`src/hdl/eoq_pkg.sv`:
```
// ============================================================================
// Elevator order queue package
// Shared constants, types and helper functions for the elevator order queue.
// ============================================================================
package eoq_pkg;

    localparam int FLOOR_COUNT = 4;
    localparam int QUEUE_DEPTH = 16;

    localparam int FLOOR_W = 2;
    localparam int DIR_W   = 2;
    localparam int KIND_W  = 2;
    localparam int CMD_W   = 2;
    localparam int COUNT_W = 5;
    localparam int IDX_W   = $clog2(QUEUE_DEPTH);
    localparam int CNT_W   = $clog2(QUEUE_DEPTH + 1);

    localparam int S_DATA_W = 8;
    localparam int M_DATA_W = 16;

    // Command codes.
    localparam logic [CMD_W-1:0] CMD_BUTTON = 2'd0;
    localparam logic [CMD_W-1:0] CMD_ARRIVE = 2'd1;
    localparam logic [CMD_W-1:0] CMD_CLEAR  = 2'd2;

    // Button kinds.
    localparam logic [KIND_W-1:0] KIND_CAB  = 2'd0;
    localparam logic [KIND_W-1:0] KIND_UP   = 2'd1;
    localparam logic [KIND_W-1:0] KIND_DOWN = 2'd2;

    // Direction codes as stored and reported (two's complement).
    localparam logic [DIR_W-1:0] DIR_CAB  = 2'b00;
    localparam logic [DIR_W-1:0] DIR_UP   = 2'b01;
    localparam logic [DIR_W-1:0] DIR_DOWN = 2'b11;

    typedef struct packed {
        logic [FLOOR_W-1:0] floor;
        logic [DIR_W-1:0]   dir;
    } entry_t;

    typedef enum logic [2:0] {
        ST_IDLE,
        ST_DISPATCH,
        ST_LOOKUP,
        ST_INSERT,
        ST_COMPACT,
        ST_FINISH
    } state_t;

    // Commands from the controller to the datapath.
    typedef struct packed {
        logic load;
        logic sweep;
        logic insert;
        logic commit;
        logic clear;
        logic publish;
    } ctrl_cmd_t;

    // Status from the datapath to the controller.
    typedef struct packed {
        logic [CMD_W-1:0] command;
        logic             exists;
        logic             sweep_done;
        logic             match;
        logic             out_free;
    } ctrl_sts_t;

    // Maps a button kind to its stored direction code.
    function automatic logic [DIR_W-1:0] kind_to_dir(input logic [KIND_W-1:0] kind);
        logic [DIR_W-1:0] dir;
        case (kind)
            KIND_UP:   dir = DIR_UP;
            KIND_DOWN: dir = DIR_DOWN;
            default:   dir = DIR_CAB;
        endcase
        return dir;
    endfunction

    // True when the building actually has this button.
    function automatic logic button_exists(input logic [KIND_W-1:0]  kind,
                                           input logic [FLOOR_W-1:0] floor);
        logic ok;
        ok = ({1'b0, floor} < (FLOOR_W + 1)'(FLOOR_COUNT));
        case (kind)
            KIND_CAB:  ok = ok;
            KIND_UP:   ok = ok && ({1'b0, floor} != (FLOOR_W + 1)'(FLOOR_COUNT - 1));
            KIND_DOWN: ok = ok && (floor != '0);
            default:   ok = 1'b0;
        endcase
        return ok;
    endfunction

endpackage

```
`src/hdl/eoq_datapath.sv`:
```
// ============================================================================
// Elevator order queue datapath
// Slot memory, count, sweep counters, head copy and the output register.
// ============================================================================
module eoq_datapath
(
    input  logic                          clk,
    input  logic                          rst_n,
    input  eoq_pkg::ctrl_cmd_t            cmd,
    output eoq_pkg::ctrl_sts_t            sts,
    input  logic [eoq_pkg::S_DATA_W-1:0]  s_tdata,
    output logic                          m_tvalid,
    input  logic                          m_tready,
    output logic [eoq_pkg::M_DATA_W-1:0]  m_tdata
);

    eoq_pkg::entry_t                    mem [eoq_pkg::QUEUE_DEPTH];

    logic [eoq_pkg::CMD_W-1:0]          cmd_reg;
    logic [eoq_pkg::KIND_W-1:0]         kind_reg;
    logic [eoq_pkg::FLOOR_W-1:0]        floor_reg;
    logic [eoq_pkg::CNT_W-1:0]          cnt_reg;
    logic [eoq_pkg::CNT_W-1:0]          rd_idx_reg;
    logic [eoq_pkg::CNT_W-1:0]          wr_idx_reg;
    logic                               pend_reg;
    logic                               match_reg;
    logic                               acc_reg;
    logic                               drop_reg;
    logic                               lamps_reg;
    logic                               m_valid_reg;
    eoq_pkg::entry_t                    rdata_reg;
    eoq_pkg::entry_t                    head_reg;
    logic [eoq_pkg::M_DATA_W-1:0]       m_data_reg;

    eoq_pkg::entry_t                    new_entry;
    eoq_pkg::entry_t                    head_out;
    logic                               is_arrive;
    logic                               rd_more;
    logic                               keep;
    logic                               full;
    logic                               comp_we;
    logic                               ins_we;
    logic [eoq_pkg::IDX_W-1:0]          waddr;
    eoq_pkg::entry_t                    wdata;
    logic                               head_nz;

    assign new_entry.floor = floor_reg;
    assign new_entry.dir   = eoq_pkg::kind_to_dir(kind_reg);
    assign is_arrive       = (cmd_reg == eoq_pkg::CMD_ARRIVE);
    assign rd_more         = (rd_idx_reg < cnt_reg);
    assign keep            = (rdata_reg.floor != floor_reg);
    assign full            = (cnt_reg >= eoq_pkg::CNT_W'(eoq_pkg::QUEUE_DEPTH));
    assign comp_we         = cmd.sweep && pend_reg && is_arrive && keep;
    assign ins_we          = cmd.insert && !full;
    assign waddr           = comp_we ? wr_idx_reg[eoq_pkg::IDX_W-1:0]
                                     : cnt_reg[eoq_pkg::IDX_W-1:0];
    assign wdata           = comp_we ? rdata_reg : new_entry;

    assign sts.command     = cmd_reg;
    assign sts.exists      = eoq_pkg::button_exists(kind_reg, floor_reg);
    assign sts.sweep_done  = !rd_more && !pend_reg;
    assign sts.match       = match_reg;
    assign sts.out_free    = !m_valid_reg || m_tready;

    // Slot memory: one write port, one registered read port.
    always_ff @(posedge clk)
    begin
        if (comp_we || ins_we)
        begin
            mem[waddr] <= wdata;
        end
        if (cmd.sweep && rd_more)
        begin
            rdata_reg <= mem[rd_idx_reg[eoq_pkg::IDX_W-1:0]];
        end
    end

    // Captured command and head copy carry no reset.
    always_ff @(posedge clk)
    begin
        if (cmd.load)
        begin
            cmd_reg   <= s_tdata[1:0];
            kind_reg  <= s_tdata[3:2];
            floor_reg <= s_tdata[5:4];
        end
        if (comp_we && (wr_idx_reg == '0))
        begin
            head_reg <= rdata_reg;
        end
        else if (ins_we && (cnt_reg == '0))
        begin
            head_reg <= new_entry;
        end
        if (cmd.publish)
        begin
            m_data_reg <= {3'b000, eoq_pkg::COUNT_W'(cnt_reg), head_out.dir,
                           head_out.floor, head_nz, lamps_reg, drop_reg, acc_reg};
        end
    end

    assign head_nz  = (cnt_reg != '0);
    assign head_out = head_nz ? head_reg : '0;

    always_ff @(posedge clk or negedge rst_n)
    begin
        if (!rst_n)
        begin
            cnt_reg     <= '0;
            rd_idx_reg  <= '0;
            wr_idx_reg  <= '0;
            pend_reg    <= 1'b0;
            match_reg   <= 1'b0;
            acc_reg     <= 1'b0;
            drop_reg    <= 1'b0;
            lamps_reg   <= 1'b0;
            m_valid_reg <= 1'b0;
        end
        else
        begin
            if (cmd.load)
            begin
                rd_idx_reg <= '0;
                wr_idx_reg <= '0;
                pend_reg   <= 1'b0;
                match_reg  <= 1'b0;
                acc_reg    <= 1'b0;
                drop_reg   <= 1'b0;
                lamps_reg  <= 1'b0;
            end
            if (cmd.sweep)
            begin
                pend_reg <= rd_more;
                if (rd_more)
                begin
                    rd_idx_reg <= rd_idx_reg + 1'b1;
                end
                if (pend_reg && !is_arrive && (rdata_reg == new_entry))
                begin
                    match_reg <= 1'b1;
                end
                if (comp_we)
                begin
                    wr_idx_reg <= wr_idx_reg + 1'b1;
                end
            end
            if (cmd.insert)
            begin
                if (full)
                begin
                    drop_reg <= 1'b1;
                end
                else
                begin
                    cnt_reg <= cnt_reg + 1'b1;
                    acc_reg <= 1'b1;
                end
            end
            if (cmd.commit)
            begin
                cnt_reg <= wr_idx_reg;
            end
            if (cmd.clear)
            begin
                cnt_reg   <= '0;
                lamps_reg <= 1'b1;
            end
            if (cmd.publish)
            begin
                m_valid_reg <= 1'b1;
            end
            else if (m_tready)
            begin
                m_valid_reg <= 1'b0;
            end
        end
    end

    assign m_tvalid = m_valid_reg;
    assign m_tdata  = m_data_reg;

endmodule

```
`src/hdl/eoq_controller.sv`:
```
// ============================================================================
// Elevator order queue controller
// Sequences one transaction through lookup, insertion or compaction.
// ============================================================================
module eoq_controller
(
    input  logic                clk,
    input  logic                rst_n,
    input  logic                s_tvalid,
    output logic                s_tready,
    input  eoq_pkg::ctrl_sts_t  sts,
    output eoq_pkg::ctrl_cmd_t  cmd
);

    eoq_pkg::state_t state_reg;
    eoq_pkg::state_t state_next;

    always_ff @(posedge clk or negedge rst_n)
    begin
        if (!rst_n)
        begin
            state_reg <= eoq_pkg::ST_IDLE;
        end
        else
        begin
            state_reg <= state_next;
        end
    end

    always_comb
    begin
        state_next = state_reg;
        case (state_reg)
            eoq_pkg::ST_IDLE:
            begin
                if (s_tvalid)
                begin
                    state_next = eoq_pkg::ST_DISPATCH;
                end
            end
            eoq_pkg::ST_DISPATCH:
            begin
                if (sts.command == eoq_pkg::CMD_BUTTON && sts.exists)
                begin
                    state_next = eoq_pkg::ST_LOOKUP;
                end
                else if (sts.command == eoq_pkg::CMD_ARRIVE)
                begin
                    state_next = eoq_pkg::ST_COMPACT;
                end
                else
                begin
                    state_next = eoq_pkg::ST_FINISH;
                end
            end
            eoq_pkg::ST_LOOKUP:
            begin
                if (sts.sweep_done)
                begin
                    state_next = sts.match ? eoq_pkg::ST_FINISH : eoq_pkg::ST_INSERT;
                end
            end
            eoq_pkg::ST_INSERT:
            begin
                state_next = eoq_pkg::ST_FINISH;
            end
            eoq_pkg::ST_COMPACT:
            begin
                if (sts.sweep_done)
                begin
                    state_next = eoq_pkg::ST_FINISH;
                end
            end
            eoq_pkg::ST_FINISH:
            begin
                if (sts.out_free)
                begin
                    state_next = eoq_pkg::ST_IDLE;
                end
            end
            default:
            begin
                state_next = eoq_pkg::ST_IDLE;
            end
        endcase
    end

    always_comb
    begin
        cmd      = '0;
        s_tready = 1'b0;
        case (state_reg)
            eoq_pkg::ST_IDLE:
            begin
                s_tready = 1'b1;
                cmd.load = s_tvalid;
            end
            eoq_pkg::ST_DISPATCH:
            begin
                cmd.clear = (sts.command == eoq_pkg::CMD_CLEAR);
            end
            eoq_pkg::ST_LOOKUP:
            begin
                cmd.sweep = 1'b1;
            end
            eoq_pkg::ST_INSERT:
            begin
                cmd.insert = 1'b1;
            end
            eoq_pkg::ST_COMPACT:
            begin
                cmd.sweep  = 1'b1;
                cmd.commit = sts.sweep_done;
            end
            eoq_pkg::ST_FINISH:
            begin
                cmd.publish = sts.out_free;
            end
            default:
            begin
                cmd = '0;
            end
        endcase
    end

endmodule

```
`src/hdl/elevator_order_queue.sv`:
```
// ============================================================================
// Elevator order queue
// Arrival-ordered table of elevator orders with duplicate suppression.
// ============================================================================
// A clear, an unknown command or a missing button goes straight from dispatch
// to the result; a lookup or an arrival first sweeps the valid slots, and an
// order that is appended or dropped takes an extra insert step after the lookup.
// Transactions are taken one at a time, each once the last has been published.
// Reset clears the order count and all handshake state; slot contents stay
// undefined until written and are never read before that.
module elevator_order_queue
(
    input  logic                          clk,
    input  logic                          rst_n,
    // Input transactions.
    input  logic                          s_tvalid,
    output logic                          s_tready,
    // [1:0] command, [3:2] button_kind, [5:4] floor_number, [7:6] zero.
    input  logic [eoq_pkg::S_DATA_W-1:0]  s_tdata,
    // Result transactions.
    output logic                          m_tvalid,
    input  logic                          m_tready,
    // [0] order_accepted, [1] queue_full_drop, [2] lamps_all_off,
    // [3] head_valid, [5:4] head_floor, [7:6] head_direction,
    // [12:8] order_count, [15:13] zero.
    output logic [eoq_pkg::M_DATA_W-1:0]  m_tdata
);

    // The controller only sequences; every piece of state that describes the
    // queue lives in the datapath.
    eoq_pkg::ctrl_cmd_t cmd;
    eoq_pkg::ctrl_sts_t sts;

    eoq_controller u_ctrl
    (
        .clk      (clk),
        .rst_n    (rst_n),
        .s_tvalid (s_tvalid),
        .s_tready (s_tready),
        .sts      (sts),
        .cmd      (cmd)
    );

    // The datapath sweeps the valid slots once per existing button (to find a
    // duplicate) or per arrival (compacting in place, since the write index
    // never passes the read index). The result sits in an output register so
    // that a new transaction can be taken while it waits.
    eoq_datapath u_dp
    (
        .clk      (clk),
        .rst_n    (rst_n),
        .cmd      (cmd),
        .sts      (sts),
        .s_tdata  (s_tdata),
        .m_tvalid (m_tvalid),
        .m_tready (m_tready),
        .m_tdata  (m_tdata)
    );

endmodule

```
`config.mk`:
```
export PLATFORM = sky130hd
export DESIGN_NAME = elevator_order_queue
export DESIGN_NICKNAME = d
export VERILOG_FILES = /design/src/hdl/eoq_pkg.sv /design/src/hdl/eoq_datapath.sv /design/src/hdl/eoq_controller.sv /design/src/hdl/elevator_order_queue.sv
export SDC_FILE = /design/constraint.sdc
export NUM_CORES = 1
export LEC_CHECK = 0
export ABC_AREA = 1
export ABC_CLOCK_PERIOD_IN_PS = 2400
export BUFFER_PORTS_ARGS = -buffer_cell sky130_fd_sc_hd__buf_2
export CAP_MARGIN = 20
export CORE_MARGIN = 1.5
export CORE_UTILIZATION = 60
export DETAILED_ROUTE_END_ITERATION = 6
export PLACE_DENSITY = 0.79
export SETUP_SLACK_MARGIN = 0.1
export SLEW_MARGIN = 10
export SYNTH_ARGS = -nofsm -noshare
export SYNTH_HDL_FRONTEND = slang
export SYNTH_SLANG_ARGS = --single-unit
```
`constraint.sdc`:
```
create_clock -name clk -period 2.4 [get_ports clk]
set_clock_uncertainty 0.05 [all_clocks]
set_input_delay 0.36 -clock clk [delete_from_list [all_inputs] [get_ports clk]]
set_output_delay 0.36 -clock clk [all_outputs]
set_load 0.005 [all_outputs]
```
Word level (Yosys, flattened, before mapping)

Memory sizes are Yosys's and may differ from the RTL's. A register that Yosys moved wholly into a read port is not among the register bits.
Index checks and enable logic that the tools add are counted.
W data, S select, Z words.

Memories: 1
RAM bits: 64
Bits of input ports: 12
Output and inout port bits: 18
Word-level logic and storage cells: 120
Flip-flop bits (word level): 47

$lt $le $gt $ge: 2
Equality and inequality tests: 17
$add $sub $neg: 3
Reductions and logical operators: 33
Mux-type cells: 47

Memory list:

| name     | depth | bits a word | rd ports | clocked after Yosys merged registers in | wr ports | RTL line           | RTL |
|---|---|---|---|---|---|---|---|
| u_dp.mem | 16    | 4           | 1        | 1                                       | 1        | eoq_datapath.sv:17 | `eoq_pkg::entry_t mem [eoq_pkg::QUEUE_DEPTH];` |

Operator list:

| cell                  | count |
|---|---|
| $mux W5               | 10 |
| $mux W1               | 24 |
| $mux W3               | 6 |
| $pmux W3 S6           | 1 |
| $mux W4               | 4 |
| $add A5 B1 Y5 const B | 3 |
| $logic_and A1 B1 Y1   | 11 |
| $logic_not A5 Y1      | 2 |
| $reduce_bool A2 Y1    | 5 |
| $eq A3 B2 Y1 const B  | 2 |
| $eq A3 B3 Y1 const B  | 2 |
| $ne A2 B1 Y1 const B  | 3 |
| $ge A5 B5 Y1 const B  | 1 |
| $logic_not A1 Y1      | 5 |
| $lt A5 B5 Y1          | 1 |
| $reduce_bool A5 Y1    | 1 |
| $eq A2 B1 Y1 const B  | 2 |
| $eq A2 B2 Y1 const B  | 2 |
| $eq A4 B4 Y1          | 1 |
| $logic_not A2 Y1      | 2 |
| $ne A2 B2 Y1 const B  | 2 |
| $pmux W2 S2           | 1 |
| $reduce_and A4 Y1     | 1 |
| $eq A3 B1 Y1 const B  | 1 |
| other kinds (8)       | 9 |

Longest topological paths before layout

Depth in word-level cells: 9
Mapped depth: 12
Depth with buffers taken out: 11

Cells and area by module

A second synthesis with hierarchy kept.

Cell total of the unflattened synthesis: 539
Area, all modules: 5418.9 um^2

Modules (own cells, without submodules):

| module         | times used | cells each | area an instance (um^2) | seq. area each (um^2) |
|---|---|---|---|---|
| eoq_datapath   | 1          | 477        | 5076.1                  | 3258.1 |
| eoq_controller | 1          | 62         | 342.8                   | 75.1 |

Worst setup path before layout

OpenSTA, ideal clock, no wires.

Path kind: reg-to-reg
From: register u_ctrl.state_reg[1]
To: memory u_dp.mem[0][0] (netlist name), data pin
Required time: 2.020 ns
Buffers on the path: 1
Setup slack: 0.262 ns
Data arrival time: 1.757 ns
Clock period less this slack: 2.138 ns
Library setup time: 0.330 ns
Cell stages (with the launch flop): 7
Cell sequence: dfrtp_1 -> nor2_2 -> nand2_2 -> nand2_4 -> nand4_4 -> buf_6 -> o21ai_0

RTL lines:

| what                   | RTL line             | RTL |
|---|---|---|
| from (decl)            | eoq_controller.sv:15 | `eoq_pkg::state_t state_reg;` |
| from (signal assigned) | eoq_controller.sv:22 | `state_reg <= eoq_pkg::ST_IDLE;` |
| from (signal assigned) | eoq_controller.sv:26 | `state_reg <= state_next;` |
| to (decl)              | eoq_datapath.sv:17   |  |

Final worst setup path

From: register u_ctrl.state_reg[1]
To: memory u_dp.mem[15][0] (netlist name) (enable)

Longest elaborated chain between the ends: 9
Elaborated cells on any way between the ends: 14
Those cells by class: 3 x eq/ne; 5 x mux; 6 x reduce/logical

RTL lines:

| what                                                | RTL line             | RTL |
|---|---|---|
| $eq A3 B2 Y1 / $eq A3 B3 Y1 (equally long branches) | eoq_controller.sv:92 | `case (state_reg)` |
| $reduce_or A2 Y1 (no line)                          | --                   |  |
| $mux W1                                             | eoq_controller.sv:92 |  |
| $logic_and A1 B1 Y1 (3 in series)                   | eoq_datapath.sv:53   | `assign comp_we = cmd.sweep && pend_reg && is_arrive && keep;` |
| $logic_or A1 B1 Y1                                  | eoq_datapath.sv:68   | `if (comp_we \|\| ins_we)` |
| $mux W1                                             | eoq_datapath.sv:68   |  |
| $mux W1 (implied by the code)                       | eoq_datapath.sv:70   | `mem[waddr] <= wdata;` |

Parallel ways exist; a longest one is shown, timed or not.

==> impl_metrics.sql <==
INSERT INTO impl_metrics (metric_group, metric, value, unit) VALUES
('status', 'outcome', 'completed', ''),
('logic_synthesis', 'yosys_warnings', '0', ''),
('drt', 'vias_per_cell', '5.87', ''),
('timing', 'timing.max_slew.rel_slack', '0.562', ''),
('logic_synthesis', 'syn_area', '5410', 'µm²'),
('clock_network', 'clock_latency', '0.51', 'ns'),
('clock_network', 'clk_transition_reported_paths', '0.06', 'ns'),
('logic_synthesis', 'post_synth_most_frequent_cells', 'sky130_fd_sc_hd__edfxtp_1, sky130_fd_sc_hd__nor2_1, sky130_fd_sc_hd__nand2_1', ''),
('worst_setup_path', 'worstSetupEndpointType', 'register', ''),
('power', 'swShare', '0.374', ''),
('layout', 'filler_cell_count', '528', ''),
('worst_setup_path', 'timing.critical_path.from_type', 'register', ''),
('layout', 'final_layout_size_suffix_gt1_frac', '0.205', ''),
('grt', 'track_usage', '0.258', ''),
('floorplanning', 'total_die_area', '9590', 'µm²'),
('grt', 'via_count_of_the_first_global_routing_pass', '3853', ''),
('power', 'share_of_total_power_in_the_clock_network', '0.306', ''),
('place', 'detailed_place_hpwl', '7550', 'µm'),
('power', 'power_per_cell_area', '1220', 'nW/µm²'),
('power', 'p_comb_frac', '0.331', ''),
('layout', 'layout.core_utilization', '0.741', ''),
('logic_synthesis', 'synth.top_cells.by_area', 'sky130_fd_sc_hd__edfxtp_1, sky130_fd_sc_hd__dfrtp_1, sky130_fd_sc_hd__o21ai_0', ''),
('drt', 'drt_wl_cell', '17.4', 'µm'),
('place', 'placed_cell_area', '5670', 'µm²'),
('logic_synthesis', 'synthesis.area_per_instance', '10.5', 'µm²'),
('logic_synthesis', 'seq_area_frac_synth', '0.616', ''),
('clock_network', 'ctsLongestPathBuffers', '2', ''),
('layout', 'sequential_cell_area', '3330', 'µm²'),
('worst_setup_path', 'crit_slowest_cell', 'sky130_fd_sc_hd__dfrtp_1', ''),
('layout', 'number_of_nets_in_the_layout', '589', ''),
('drt', 'drc_errors', '0', ''),
('place', 'io_buffer_count', '24', ''),
('clock_network', 'htree_levels', '4', ''),
('drt', 'detail_route.iter0.violations', '381', ''),
('logic_synthesis', 'ys_seq_elements', '115', ''),
('logic_synthesis', 'synth_enable_flop_cells', '91', ''),
('drt', 'number_of_vias_in_the_routed_layout', '4018', ''),
('timing', 'finalCritPeriodShare', '0.947', ''),
('run', 'maxCapViolations', '0', ''),
('worst_setup_path', 'crit_chain', 'nor2_2 -> nand2_2 -> nand2_4 -> nand4_4 -> buf_4 -> o21ai_2 -> nand2_2 -> nor2_2', ''),
('clock_network', 'clock-sinks', '115', ''),
('floorplanning', 'initial_core_util', '0.620', ''),
('floorplanning', 'fp.dieW', '97.9', 'µm'),
('hold_path', 'hold_class', 'in2reg', ''),
('power', 'worst_ir_drop_on_vdd', '0.000710', 'V'),
('grt', 'antenna_found_initial', '0', ''),
('floorplanning', 'fp.coreArea', '8720', 'µm²'),
('clock_network', 'tritoncts_clock_tree', 'yes', ''),
('timing', 'grt_setup_unrepaired', 'yes', ''),
('floorplanning', 'top_level_ports', '30', ''),
('power', 'power.leakage', '2.55', 'nW'),
('layout', 'number_of_flip_flops_in_the_largest_register', '64', ''),
('floorplanning', 'die_height', '97.9', 'µm'),
('drt', 'postRouteWirelength', '11900', 'µm'),
('timing', 'finalSetupViolCount', '0', ''),
('logic_synthesis', 'cells_after_synthesis', '514', ''),
('clock_network', 'cts.root.buffer_cell', 'sky130_fd_sc_hd__clkbuf_8', ''),
('drt', 'final_antenna_violating_net_count', '0', ''),
('power', 'power.internal', '0.00492', 'W'),
('floorplanning', 'placementRows', '34', ''),
('layout', 'flow.area_growth_from_synthesis', '19.5', '%'),
('layout', 'final_area', '6460', 'µm²'),
('worst_setup_path', 'worst_ep_required_time', '2.55', 'ns'),
('logic_synthesis', 'synth_cell_type_count', '36', ''),
('logic_synthesis', 'synth_largest_area_cell', 'sky130_fd_sc_hd__edfxtp_1', ''),
('logic_synthesis', 'synth_flop_cell', 'sky130_fd_sc_hd__edfxtp_1', ''),
('logic_synthesis', 'synth_top_area_share', '0.505', ''),
('worst_setup_path', 'worst-path-max-fanout', '13', ''),
('grt', 'grt-ovfl-total', '0', ''),
('layout', 'antenna-diode-count', '0', ''),
('timing', 'tightestPinTransition', '0.651', 'ns');
[timing repair]
action                                 CTS  global route
endpoints found under the hold margin   31             0
pin swaps                                0             1
resized for setup                        1            34
hold buffers                             8             0
setup endpoints to repair                4            76
buffers inserted                         0             2
[power groups by stage]
stage / sequential, W / combinational [W] / clock, W
2_1_floorplan: 0.00282 / 0.00170 / 0
3_3_place_gp: 0.00287 / 0.00228 / 0
3_5_place_dp: 0.00288 / 0.00236 / 0
4_1_cts: 0.00285 / 0.00241 / 0.00242
5_1_grt: 0.00288 / 0.00289 / 0.00252
6_report: 0.00285 / 0.00260 / 0.00241
[cells by family after synthesis]
family / share of synthesized area
compound gates: 0.105
xor+xnor: 0.0113
fa+ha+maj: 0.0324
buf+inv: 0.0511
flops: 0.616
other cells: 0.000693
simple gates: 0.183
[worst max-delay path, delay by kind of cell (launching register included)]
kind | cells | cell delay (ns)
buffers and inverters | 1 | 0.23
DFF | 1 | 0.45
and+or+nand+nor | 6 | 1.03
AOI/OAI and AO/OA | 1 | 0.20
[cells in the final DEF, fill, tap and decap left out, types with 2 or more instances in the layout]
cell	Yosys	routed
sky130_fd_sc_hd__buf_2	5	24
sky130_fd_sc_hd__buf_4	3	17
sky130_fd_sc_hd__nand3_2	3	3
sky130_fd_sc_hd__conb_1	1	3
sky130_fd_sc_hd__nand4_1	7	7
sky130_fd_sc_hd__clkinv_4	0	4
sky130_fd_sc_hd__o21ai_0	63	63
sky130_fd_sc_hd__a21oi_1	3	3
sky130_fd_sc_hd__edfxtp_1	91	91
sky130_fd_sc_hd__clkbuf_16	0	16
sky130_fd_sc_hd__dfrtp_1	24	24
sky130_fd_sc_hd__ha_1	14	14
sky130_fd_sc_hd__nand2_1	76	72
sky130_fd_sc_hd__nor2_2	8	13
sky130_fd_sc_hd__nor3_1	3	3
sky130_fd_sc_hd__nor2_4	1	13
sky130_fd_sc_hd__clkinv_2	0	3
sky130_fd_sc_hd__o211ai_1	16	16
sky130_fd_sc_hd__nand2_2	4	6
sky130_fd_sc_hd__nand4_4	2	2
sky130_fd_sc_hd__xor2_1	4	4
sky130_fd_sc_hd__o21ai_2	4	4
sky130_fd_sc_hd__inv_6	0	4
sky130_fd_sc_hd__nor2_1	82	65
sky130_fd_sc_hd__o31ai_1	5	5
sky130_fd_sc_hd__nand2_4	1	3
sky130_fd_sc_hd__dlygate4sd3_1	0	8
sky130_fd_sc_hd__nand3_1	26	26
sky130_fd_sc_hd__xnor2_1	3	3
sky130_fd_sc_hd__inv_1	44	44
sky130_fd_sc_hd__bufinv_16	0	2
[area by class of cell]
cell class / count / share of cell area
clock buffer: 17 / 0.0641
clock inverter: 15 / 0.0242
inverter: 44 / 0.0256
multi-input combinational: 336 / 0.298
sequential: 115 / 0.516
tap: 108 / 0.0209
timing repair buffer: 49 / 0.0507
[path summary, 6_finish.rpt]
| kind | start | cells after the start | slack [ns] | to |
|---|---|---|---|---|
| worst max-delay path | u_ctrl.state_reg[1]$_DFFE_PN0P_ | 8 | 0.13 | u_dp.mem[15][0]$_DFFE_PP_ |
| worst min-delay path | s_tvalid | 5 | 0.28 | u_dp.acc_reg$_DFF_PN0_ |
| worst max register to register | u_ctrl.state_reg[1]$_DFFE_PN0P_ | 8 | 0.13 | u_dp.mem[15][0]$_DFFE_PP_ |
| worst min register to register | u_dp.drop_reg$_DFF_PN0_ | 0 | 0.41 | u_dp.m_tdata[1]$_DFFE_PP_ |
| max in group asynchronous | rst_n | 2 | 1.59 | u_dp.wr_idx_reg[2]$_DFF_PN0_ |
| min in group asynchronous | rst_n | 2 | 0.33 | u_dp.match_reg$_DFF_PN0_ |
[metal layers]
layer | part of all wire | GRT usage | up-vias | routed length, µm
met5 | 0 | 0 | - | 0
met4 | 0.016 | 0.0813 | 0 | 195
met3 | 0.075 | 0.0702 | 24 | 897
met2 | 0.49 | 0.402 | 193 | 5810
met1 | 0.42 | 0.357 | 1929 | 5000
li1 | - | - | 1872 | -
[metrics by stage]
stage	power, W	setup TNS (ns)	worst slack [ns]	hold WS (ns)
final	0.00786	0	0.127	0.279
after global routing	0.00829	-0.145	-0.0232	0.279
after CTS	0.00768	0	0.0946	0.266
after detailed placement	0.00524	0	0.110	0.338
after global placement	0.00515	0	0.179	0.328
after floorplan	0.00452	0	0.262	0.0144
Note: power is estimated with default switching activity, not from simulation.
